## src/hdl/tlc_pkg.sv

```systemverilog
`timescale 1ns / 1ps
package tlc_pkg;

  localparam int L1_MAX_SET_BITS = 6;
  localparam int L1_MAX_WAYS     = 8;
  localparam int L2_MAX_SET_BITS = 8;
  localparam int L2_MAX_WAYS     = 16;
  localparam int ADDR_W          = 32;
  localparam int SIZE_W          = 7;

  localparam int L1_WAY_W  = $clog2(L1_MAX_WAYS);
  localparam int L2_WAY_W  = $clog2(L2_MAX_WAYS);
  localparam int L1_AW     = L1_MAX_SET_BITS + L1_WAY_W;
  localparam int L2_AW     = L2_MAX_SET_BITS + L2_WAY_W;
  localparam int TAG_DW    = ADDR_W + 1;
  localparam int CLR_W     = L2_AW;

  localparam logic [1:0] OP_FETCH  = 2'd0;
  localparam logic [1:0] OP_LOAD   = 2'd1;
  localparam logic [1:0] OP_STORE  = 2'd2;
  localparam logic [1:0] OP_MODIFY = 2'd3;

  localparam logic [2:0] CFG_L1_SET_BITS   = 3'd0;
  localparam logic [2:0] CFG_L1_WAYS       = 3'd1;
  localparam logic [2:0] CFG_L1_BLOCK_BITS = 3'd2;
  localparam logic [2:0] CFG_L2_SET_BITS   = 3'd3;
  localparam logic [2:0] CFG_L2_WAYS       = 3'd4;
  localparam logic [2:0] CFG_L2_BLOCK_BITS = 3'd5;

  typedef struct packed {
    logic [2:0] s1;
    logic [3:0] e1;
    logic [2:0] b1;
    logic [3:0] s2;
    logic [4:0] e2;
    logic [2:0] b2;
  } cfg_t;

  typedef struct packed {
    logic [L1_MAX_SET_BITS-1:0] set1;
    logic [L2_MAX_SET_BITS-1:0] set2;
    logic [ADDR_W-1:0]          tag1;
    logic [ADDR_W-1:0]          tag2;
    logic                       fit_err;
  } split_t;

  function automatic cfg_t clamp_cfg(logic [2:0] s1, logic [3:0] e1, logic [2:0] b1,
                                     logic [3:0] s2, logic [4:0] e2, logic [2:0] b2);
    cfg_t c;
    c.s1 = (s1 > 3'd6) ? 3'd6 : s1;
    c.e1 = (e1 == 4'd0) ? 4'd1 : ((e1 > 4'd8) ? 4'd8 : e1);
    c.b1 = (b1 > 3'd6) ? 3'd6 : b1;
    c.s2 = (s2 > 4'd8) ? 4'd8 : s2;
    c.e2 = (e2 == 5'd0) ? 5'd1 : ((e2 > 5'd16) ? 5'd16 : e2);
    c.b2 = (b2 > 3'd6) ? 3'd6 : b2;
    return c;
  endfunction

endpackage

```

## src/hdl/tlc_split.sv

```systemverilog
`timescale 1ns / 1ps
module tlc_split (
  input  tlc_pkg::cfg_t          cfg_i,
  input  logic [31:0]            address_i,
  input  logic [6:0]             size_i,
  output tlc_pkg::split_t        split_o
);
  import tlc_pkg::*;

  logic [ADDR_W-1:0] sh1, sh2;
  logic [ADDR_W-1:0] msk1, msk2;
  logic [3:0]        tsh1;
  logic [4:0]        tsh2;
  logic [6:0]        blk1, blk2;
  logic [5:0]        off1, off2;
  logic [7:0]        end1, end2;

  always_comb begin
    sh1  = address_i >> cfg_i.b1;
    sh2  = address_i >> cfg_i.b2;
    msk1 = (32'd1 << cfg_i.s1) - 32'd1;
    msk2 = (32'd1 << cfg_i.s2) - 32'd1;
    tsh1 = {1'b0, cfg_i.s1} + {1'b0, cfg_i.b1};
    tsh2 = {1'b0, cfg_i.s2} + {2'b0, cfg_i.b2};
    blk1 = 7'd1 << cfg_i.b1;
    blk2 = 7'd1 << cfg_i.b2;
    off1 = address_i[5:0] & (blk1[5:0] - 6'd1);
    off2 = address_i[5:0] & (blk2[5:0] - 6'd1);
    end1 = {2'b0, off1} + {1'b0, size_i};
    end2 = {2'b0, off2} + {1'b0, size_i};
    split_o.set1    = sh1[L1_MAX_SET_BITS-1:0] & msk1[L1_MAX_SET_BITS-1:0];
    split_o.set2    = sh2[L2_MAX_SET_BITS-1:0] & msk2[L2_MAX_SET_BITS-1:0];
    split_o.tag1    = address_i >> tsh1;
    split_o.tag2    = address_i >> tsh2;
    split_o.fit_err = (end1 > {1'b0, blk1}) || (end2 > {1'b0, blk2});
  end
endmodule

```

## config.mk

```make
export PLATFORM = sky130hd
export DESIGN_NAME = tlc_split
export DESIGN_NICKNAME = d
export VERILOG_FILES = /design/src/hdl/tlc_pkg.sv /design/src/hdl/tlc_split.sv
export SDC_FILE = /design/constraint.sdc
export NUM_CORES = 1
export LEC_CHECK = 0
export ABC_AREA = 1
export BUFFER_PORTS_ARGS = -buffer_cell sky130_fd_sc_hd__buf_2
export CORE_ASPECT_RATIO = 0.5
export CORE_UTILIZATION = 53
export DETAILED_ROUTE_END_ITERATION = 10
export GPL_ROUTABILITY_DRIVEN = 0
export PLACE_DENSITY_LB_ADDON = 0.05
export SLEW_MARGIN = 20
export SYNTH_ARGS = -nofsm -noshare
export SYNTH_HDL_FRONTEND = slang
export SYNTH_SLANG_ARGS = --single-unit
```

## constraint.sdc

```tcl
create_clock -name vclk -period 3
set_input_delay 0 -clock vclk [all_inputs]
set_output_delay 0 -clock vclk [all_outputs]
set_load 0.005 [all_outputs]
```

==> flow_metrics.env <==
export IMPL_status="complete, no violations"
export IMPL_start_util=0.562
export IMPL_overflow=0
export IMPL_drt_total_wl_um=15400
export IMPL_synth_cells=1017
export IMPL_pwr_share_seq=0
export IMPL_vias=6732
export IMPL_die_w_um=140
export IMPL_port_buffers=131
export IMPL_fin_area_um2=5580
export IMPL_syn_mean_instance_area_um2=4.94
export IMPL_synth_top_family_by_area="simple AND/OR/NAND/NOR gates"
export IMPL_seq_cells=0
export IMPL_vdd_ir_drop_max_v=0.000141
export IMPL_rsz0062_at_grt="no"
export IMPL_max_cap_violations=0
export IMPL_synth_fa_ha_area_frac=0.0931
export IMPL_final_max_slew_violation_count=0
export IMPL_antenna_found_initial=0
export IMPL_synth_xor_area_share=0.0244
export IMPL_leakage_nw=3.12
export IMPL_combPwrFrac=1.000
export IMPL_grtUsageTotal=0.302
export IMPL_layout_area_seq_um2=0
export IMPL_worstPathArrival_ps=2720
export IMPL_grt_pass1_wl_um=25600
export IMPL_switchingPower_mw=1.08
export IMPL_hold_violations=0
export IMPL_n_clock_buffer=0
export IMPL_max_clock_freq_mhz=367
export IMPL_synth_simple_gate_area_frac=0.491
export IMPL_rows=24
export IMPL_final_nets=1205
export IMPL_first_pass_iters=5
export IMPL_yosys_area_top_type_share=0.281
export IMPL_synth_mux_area_frac=0.0179
export IMPL_ys_types=36
export IMPL_synth_common_cells="376 x nand2_1, 137 x nand3_1, 120 x o21ai_0, 85 x inv_1, 60 x nor2_1"
export IMPL_crit_path_end_kind="primary output"
export IMPL_synth_top_cell_by_area="nand2_1"
export IMPL_place_area_um2=5580
export IMPL_synth_warnings=0
export IMPL_hold_path_class="primary input to primary output"
export IMPL_post_drt_wl_per_cell_um=12.6
export IMPL_die_y_um=70.9
export IMPL_post_cts_setup_buffers=0
export IMPL_drt_iter0_markers=727
export IMPL_drive_above_1_share=0.152
export IMPL_drcViolationCount=0
export IMPL_synth_compound_area_frac=0.221
export IMPL_power_total_mw=1.73
export IMPL_timing_hold_ws_ps=330
export IMPL_cts_hold_fix_buffers=0
export IMPL_worstPathMaxFanout=4
export IMPL_p_clk_frac=0
export IMPL_setup_viol=0
export IMPL_pin_count=140
export IMPL_hpwl_um=12300
export IMPL_tightest_slew_ps=550
export IMPL_fin_crit_sh=0.908
export IMPL_routed_via_density=5.50
export IMPL_grt_max_degree=62
export IMPL_n_antenna_cell=0
export IMPL_layout_min_cycle_time_ps=2720
export IMPL_synth_nets=1113
export IMPL_slew_headroom=0.633
export IMPL_yosysSeqAreaShare=0
export IMPL_ant_nets=0
export IMPL_swShare=0.625
export IMPL_synth_area_leaders="nand2_1 28%, nand3_1 14%, o21ai_0 12%"
export IMPL_power_internal_mw=0.650
export IMPL_crit_required_ps=3000
export IMPL_grt_pass1_vias=5566
export IMPL_fin_tns_setup_ps=0
export IMPL_start_kind="primary input"
export IMPL_critPathKind="primary input to primary output"
export IMPL_nFillCells=990
export IMPL_power_per_cell_area_nw_per_um2=310
export IMPL_cts_resized=0
export IMPL_synth_most_common_cell="nand2_1"
export IMPL_design_die_area_um2=9900
export IMPL_core_um2=8950
export IMPL_syn_area_um2=5030
export IMPL_areaGrowthSynthToFinish_pct=10.9
==> kinds of logic after synthesis <==
group	Yosys count
and+or+nand+nor	597
AOI/OAI and AO/OA	208
buffers and inverters	154
adders and majority gates	35
xor gates and xnor gates	14
muxes	9
==> cells in the final DEF (no fill, tap or decap), types with 2 or more instances in the layout <==
cell / Yosys / layout
nand2_1: 376 / 376
nand3_1: 137 / 137
buf_2: 22 / 131
o21ai_0: 120 / 120
inv_1: 85 / 85
nor2_1: 60 / 60
a21oi_1: 33 / 33
ha_1: 31 / 31
o21ai_1: 29 / 29
buf_4: 11 / 22
mux2i_1: 9 / 9
nor3_1: 8 / 8
xor2_1: 8 / 8
o211ai_1: 6 / 6
xnor2_1: 6 / 6
a31oi_1: 7 / 6
o221ai_1: 5 / 5
and2_1: 4 / 4
or2_2: 4 / 4
fa_1: 4 / 4
inv_2: 3 / 3
o21bai_1: 3 / 3
nand4_1: 2 / 2
o22ai_1: 2 / 2
nand2_2: 2 / 2
clkinv_1: 2 / 2
==> power by group through the flow <==
stage               Combinational [mW]  Clock [mW]  Sequential (mW)
global placement                  1.68           0                0
global route                      1.96           0                0
detailed placement                1.70           0                0
finish                            1.73           0                0
floorplan                         1.25           0                0
CTS                               1.71           0                0
==> cell type report <==
cell class	instances	area, um2	area share
Inverter	91	344	0.0617
Tap cell	117	146	0.0263
Timing Repair Buffer	153	821	0.147
Multi-Input combinational cell	863	4260	0.765
==> per-stage QoR <==
step,util,setup WS [ps],std cells
finish,0.623,276,1224
global route,0.623,3.16,1224
CTS,0.623,298,1224
detailed placement,0.623,316,1224
global placement,0.623,452,1224
floorplan,-,707,1017
==> metal layers <==
metal	global-route usage	wire (um)	vias up
met3	0.0108	1090	15
li1	-	-	3534
met5	0	0	-
met4	0.0293	122	0
met2	0.494	6470	271
met1	0.453	7730	2912
==> path summary, 6_finish.rpt <==
| kind | from | endpoint | slack, ps | cells past startpoint |
|---|---|---|---|---|
| max | address_i[0] | split_o[0] | 280 | 24 |
| min | cfg_i[20] | split_o[78] | 330 | 4 |
==> critical path, stage by stage <==
cell and delay (ps):
buf_2 120, inv_1 110, a21oi_1 150, ha_1 190, inv_1 60, fa_1 370
inv_1 80, nand3_1 60, nand2_1 100, nand2_1 50, nand2_1 50, a21oi_1 60
xor2_1 150, ha_1 330, nand3_1 110, nor2_1 140, nand3_1 100, nand2_1 60
nand2_1 50, inv_1 40, nand2_1 60, nor2_1 100, nand2_1 60, buf_2 120
(Power assumes the default switching activity.)
