==> src/hdl/tlc_ram.sv <==
`timescale 1ns / 1ps
module tlc_ram #(
  parameter int AW = 4,
  parameter int DW = 8
) (
  input  logic          clk_i,
  input  logic          we_i,
  input  logic [AW-1:0] waddr_i,
  input  logic [DW-1:0] wdata_i,
  input  logic [AW-1:0] raddr_i,
  output logic [DW-1:0] rdata_o
);
  logic [DW-1:0] mem [2**AW];

  always_ff @(posedge clk_i) begin
    if (we_i) begin
      mem[waddr_i] <= wdata_i;
    end
    rdata_o <= mem[raddr_i];
  end
endmodule

==> config.mk <==
export PLATFORM = sky130hd
export DESIGN_NAME = tlc_ram
export DESIGN_NICKNAME = d
export VERILOG_FILES = /design/src/hdl/tlc_ram.sv
export SDC_FILE = /design/constraint.sdc
export NUM_CORES = 1
export LEC_CHECK = 0
export BUFFER_PORTS_ARGS = -buffer_cell sky130_fd_sc_hd__buf_2
export CORE_MARGIN = 2
export CORE_UTILIZATION = 53
export CTS_CLUSTER_SIZE = 24
export DETAILED_ROUTE_END_ITERATION = 8
export PLACE_DENSITY = 0.81
export SLEW_MARGIN = 25
export SYNTH_ARGS = -nofsm -noshare
export SYNTH_HDL_FRONTEND = slang
export SYNTH_SLANG_ARGS = --single-unit
==> constraint.sdc <==
create_clock -name clk_i -period 2.52 [get_ports clk_i]
set_input_delay 0.378 -clock clk_i [delete_from_list [all_inputs] [get_ports clk_i]]
set_output_delay 0.378 -clock clk_i [all_outputs]
set_load 0.1 [all_outputs]
==> results.md, run 1 <==
- Cell variety after synth: 19
- Top cells by area, synth: edfxtp_1 (75%), mux4_2 (7.9%), mux4_1 (7.1%)
- CTS sink count: 136
- Core region area: 9330 µm²
- Synth Area in Compound Gates: 0.0233
- Io pins: 26
- Grt peak-use layer: met2
- WP data arrival: 1320 ps
- Clock Latency Late Sink: 520 ps
- Congestion Overflow GR: 0
- Row count: 35
- Grt met2 use: 0.330
- Hold_buf cts: 0
- CP required: 2140 ps
- Fin nets: 300
- Gr usage total: 0.213
- Post-synth top area share: 0.747
- Global placement routability congestion: 0.735
- Internal: 4.42 mW
- Unrepaired setup endpoints after global routing: no
- TritonCTS buffer count: 17
- Clock tree buffer depth: 2
- Post-Layout Cell Count: 424
- Largest net degree at the start of global routing: 17
- Post-synthesis sequential area ratio: 0.778
- Synthesized area per cell: 22.5 µm²
- TritonCTS clock tree: done
- Critical Path Sink Type: output pin
- Clock Skew: 13.5 ps
- Max_slew headroom: 0.497
- Mux cell area share after synthesis: 0.150
- Fill count: 575
- DIE AREA: 10500 µm²
- Slowest-stage cell, CP: buf_2
- Met3 Track Usage GR: 0.0631
- Least-Margin Pin Slew: 753 ps
- Worst vdd ir: 0.493 mV
- Final setup violation count: 0
- Met1 Track Usage GR: 0.282
- Max Cap Viol: 0
- Tcrit/Tclk final: 0.673
- First-pass GRT wire length: 15000 µm
- Xor and xnor area share after synthesis: 0
- Placed cell count: 392
- Drt pass-1 iters: 4
- Logic pwr share: 0.061
- Vias after detailed routing: 2491
- CTS clock-pin slew for the worst setup and hold paths: 60 ps
- Clk pwr share: 0.481
- Seq cells post-synth: 136
- Multi-input logic area: 1060 µm²
- Post-route ant nets: 0
- Final Hold Viols: 0
- Mapped Nets: 247
- Share of cells above drive strength 1: 0.312
- Initial Util: 0.552
- Register area: 4000 µm²
- Area Growth Syn to Fin: 19.4%
- DP HPWL: 6070 µm
- Buf/Inv on CP: 1
- Critical path fanouts, max: 1
- H-tree levels: 4
- Drt wl/cell: 23.7 µm
- Largest area contributor in the netlist: edfxtp_1
- Total routed wirelength: 10000 µm
- Net Switching: 1.14 mW
- Max Fclk: 590 MHz
- Post-route DRC: 0
- Outcome: finished, final reports clean
- Vias in the first global route: 2565
- Starting DRT DRC Count: 209
- Die Y: 103 µm
- Mapped Cells: 229
- LEAKAGE: 2.11 nW
- CP Cell Sequence: buf_2
- Die width: 103 µm
- DR vias/cell: 5.88
- Startpoint Class: register
- Synth Area in Adders: 0
- Post-Synth Simple-Gate Area: 0.0318
- CP Class: reg -> out
- Hold Crit Class: in -> reg
- Net Sw Frac: 0.206
- Setup Total Neg Slack: 0 ps
- Port bufs: 25
- Mapped Area: 5150 µm²
- Power density cells: 905 nW/µm²
- Warnings from Yosys: 0
- Fin crit period: 1700 ps
- Inserted Diodes: 0
- Largest family of logic cells by synthesized area: multiplexers
- Largest stage delay, worst path: 440 ps
- Crit-path leading delay family: buffers and inverters
- Max-slew violations: 0
- Initial antenna violation count: 0
- CTS resizes: 0
- Post-CTS setup buffer count: 0
- Clock root cell: clkbuf_8
- Reg power frac: 0.458
==> per-layer routing <==
| metal | up-vias | wire, µm |
|---|---|---|
| met5 | - | 0 |
| met4 | 0 | 164 |
| met3 | 13 | 698 |
| met2 | 117 | 5100 |
| met1 | 1281 | 4090 |
| li1 | 1080 | - |
==> state kept, by name, summed over array words and instances (netlist names) <==
register and flops:
rdata_o 8, mem 128
==> logic make-up after synthesis <==
family                 Yosys count
DFF                            136
and+or+nand+nor                 35
muxes                           32
AOI/OAI and AO/OA               16
buffers and inverters           10
==> metrics by stage <==
step	worst slack [ps]	cell area [µm²]	utilization	hold slack (ps)	total power, mW
4_1_cts	803	6150	0.659	211	5.60
3_3_place_gp	453	5500	0.590	650	2.92
6_report	825	6150	0.659	247	5.57
3_5_place_dp	430	5500	0.590	659	2.93
2_1_floorplan	649	5150	-	477	2.83
5_1_grt	790	6150	0.659	228	5.72
==> worst paths after layout <==
path	startpoint	to	slack (ps)	depth (start not counted)
hold reg to reg	mem[8][1]	rdata_o[1]	670	3
hold / removal	wdata_i[5]	mem[12][5]	250	1
setup / recovery	rdata_o[2]	rdata_o[2]	820	1
setup reg to reg	mem[1][1]	rdata_o[1]	1130	3
==> synthesized netlist by cell type <==
master / instances
edfxtp_1: 128
nand3_1: 1
dfxtp_1: 8
or3b_2: 1
and2_1: 1
nor2b_1: 1
nor3_1: 4
and2b_1: 1
buf_2: 3
nor2_1: 13
nand2b_1: 2
clkdlybuf4s25_2: 3
mux4_1: 14
nand3b_1: 2
a22oi_1: 16
mux4_2: 18
nand2_1: 9
buf_6: 3
buf_4: 1
==> power groups by stage <==
stage	sequential, mW	combinational [mW]	clock (mW)
finish	2.55	0.339	2.68
CTS	2.55	0.341	2.71
detailed placement	2.59	0.339	0
floorplan	2.70	0.128	0
global placement	2.59	0.332	0
global route	2.55	0.357	2.81
==> cell usage in the layout (no fill, tap or decap), drive strengths merged, types with 2 or more instances in the layout <==
| master | count |
|---|---|
| clkinv | 6 |
| nand3b | 2 |
| edfxtp | 128 |
| buf | 44 |
| nand2b | 2 |
| nor2 | 13 |
| nand2 | 9 |
| bufinv | 6 |
| clkinvlp | 2 |
| dfxtp | 8 |
| mux4 | 32 |
| nor3 | 4 |
| a22oi | 16 |
| clkbuf | 17 |
==> layout make-up <==
class                      count  area share
timing repair buffer          44      0.0456
sequential                   136       0.651
clock buffer                  17      0.0674
clock inverter                15      0.0375
tap                          129      0.0263
multi-input combinational     83       0.172
Note: power is estimated with default switching activity, not from simulation.
==> run 2, diff against run 1 <==
==> constraint.sdc (replaced) <==
create_clock -name clk_i -period 1.7 [get_ports clk_i]
set_input_delay 0.255 -clock clk_i [delete_from_list [all_inputs] [get_ports clk_i]]
set_output_delay 0.255 -clock clk_i [all_outputs]
set_load 0.1 [all_outputs]
==> run 2 against run 1 <==
  * Global-route usage fell by 0.23 points
  * Total power rose by 42%
  * Highest routed layer unchanged
  * Cell count increased by 0.94%
  * Combinational power is 51% higher
==> results.md, run 2 (synthesis gave the netlist of run 1 again) <==
- TritonCTS clock tree: done
- Reg power frac: 0.478
- Die width: 103 µm
- Fin crit period: 1620 ps
- Setup Total Neg Slack: 0 ps
- Leading cell type in the layout, fill and taps excluded: edfxtp_1
- Logic pwr share: 0.065
- TritonCTS buffer count: 17
- DIE AREA: 10500 µm²
- Most flop-heavy register: mem
- WP data arrival: 1360 ps
- Outcome: finished, final reports clean
- Post-CTS setup buffer count: 0
- Net Switching: 1.74 mW
- Final Hold Viols: 0
- Startpoint Class: register
- Clock Latency Late Sink: 520 ps
- Post-route DRC: 0
- FF-to-FF setup slack: 260 ps
- Power density cells: 1280 nW/µm²
- Clk pwr share: 0.457
- Fill count: 594
- Total routed wirelength: 9770 µm
- H-tree levels: 4
- DP HPWL: 6040 µm
- Drt pass-1 iters: 4
- Row count: 35
- Final hold slack: 109 ps
- Initial Util: 0.552
- Max_slew headroom: 0.668
- RR Endpoint: rdata_o[2]
- LEAKAGE: 2.10 nW
- Unrepaired setup endpoints after global routing: no
- Post-route ant nets: 0
- Worst vdd ir: 0.946 mV
- Fin nets: 304
- Hold Path Cell Cnt: 1
- Slowest-stage cell, CP: buf_2
- CTS clock-pin slew for the worst setup and hold paths: 60 ps
- Clock tree buffer depth: 2
- Hold Crit Class: in -> reg
- Clock Skew: 6.14 ps
- CP Class: reg -> out
- Least-Margin Pin Slew: 501 ps
- Most frequent cells in the layout: edfxtp_1 (128), buf_2 (25), buf_4 (21), mux4_2 (18)
- First-pass GRT wire length: 14800 µm
- Critical path fanouts, max: 1
- Max Fclk: 618 MHz
- Inserted Diodes: 0
- Largest net degree at the start of global routing: 33
- R2R depth: 3
- Largest stage delay, worst path: 450 ps
- Gr usage total: 0.211
- Buf/Inv on CP: 1
- CTS resizes: 0
- Port bufs: 25
- Drt wl/cell: 22.8 µm
- Core region area: 9330 µm²
- Crit-path leading delay family: buffers and inverters
- Critical Path Sink Type: output pin
- CTS sink count: 136
- RR Startpoint: mem[0][2]
- CP required: 1440 ps
- Max-slew violations: 0
- Share of cells above drive strength 1: 0.324
- Vias in the first global route: 2521
- Net Sw Frac: 0.221
- Starting DRT DRC Count: 296
- Die Y: 103 µm
- Tcrit/Tclk final: 0.953
- Final setup violation count: 0
- Global placement routability congestion: 0.797
- Congestion Overflow GR: 0
- CP Cell Sequence: buf_2
- Io pins: 26
- DR vias/cell: 5.80
- Internal: 6.14 mW
- Largest register FFs: 128
- WHS Endpoint: mem[4][6]
- Max Cap Viol: 0
- Hold Crit Start: wdata_i[6]
- Area Growth Syn to Fin: 19.3%
- Initial antenna violation count: 0
- Clock root cell: clkbuf_8
- Vias after detailed routing: 2481
- Biggest registers after layout: mem x128, rdata_o x8
- Hold_buf cts: 0
==> run 2: area by class of cell <==
type / count / area (µm²) / area share
clock buffer: 18 / 418 / 0.0681
clock inverter: 14 / 173 / 0.0281
multi-input combinational: 83 / 1060 / 0.173
sequential: 136 / 4000 / 0.652
tap: 129 / 161 / 0.0263
timing repair buffer: 48 / 323 / 0.0526
==> run 2: power groups by stage <==
stage	sequential (mW)	clock [mW]	combinational (mW)
3_3_place_gp	3.84	0	0.500
6_report	3.77	3.60	0.513
5_1_grt	3.78	3.80	0.544
4_1_cts	3.77	3.66	0.516
3_5_place_dp	3.84	0	0.511
2_1_floorplan	4.00	0	0.191
==> run 2: per-stage QoR <==
| stage | cell area, µm² | cells | setup WS (ps) | util | power [mW] |
|---|---|---|---|---|---|
| 2_1_floorplan | 5150 | 229 | 179 | - | 4.19 |
| 5_1_grt | 6140 | 428 | 46.1 | 0.658 | 8.13 |
| 4_1_cts | 6140 | 428 | 61.6 | 0.658 | 7.95 |
| 3_5_place_dp | 5550 | 396 | 9.51 | 0.595 | 4.35 |
| 3_3_place_gp | 5550 | 396 | 9.17 | 0.595 | 4.34 |
| 6_report | 6140 | 428 | 80.7 | 0.658 | 7.89 |
==> run 2: worst max path at each step <==
stage | from | end | slack (ps) | cells past startpoint
2_1_floorplan | waddr_i[2] | mem[3][0] | 180 | 2
3_3_place_gp | raddr_i[0] | rdata_o[2] | 9 | 5
3_5_place_dp | raddr_i[0] | rdata_o[2] | 10 | 5
4_1_cts | rdata_o[7] | rdata_o[7] | 60 | 1
5_1_grt | rdata_o[7] | rdata_o[7] | 50 | 1
6_report | rdata_o[7] | rdata_o[7] | 80 | 1
==> run 2: per-layer routing <==
layer,part of all wire,track usage
met1,0.43,0.296
met2,0.49,0.313
met3,0.062,0.0590
met4,0.020,0.0964
met5,0,0
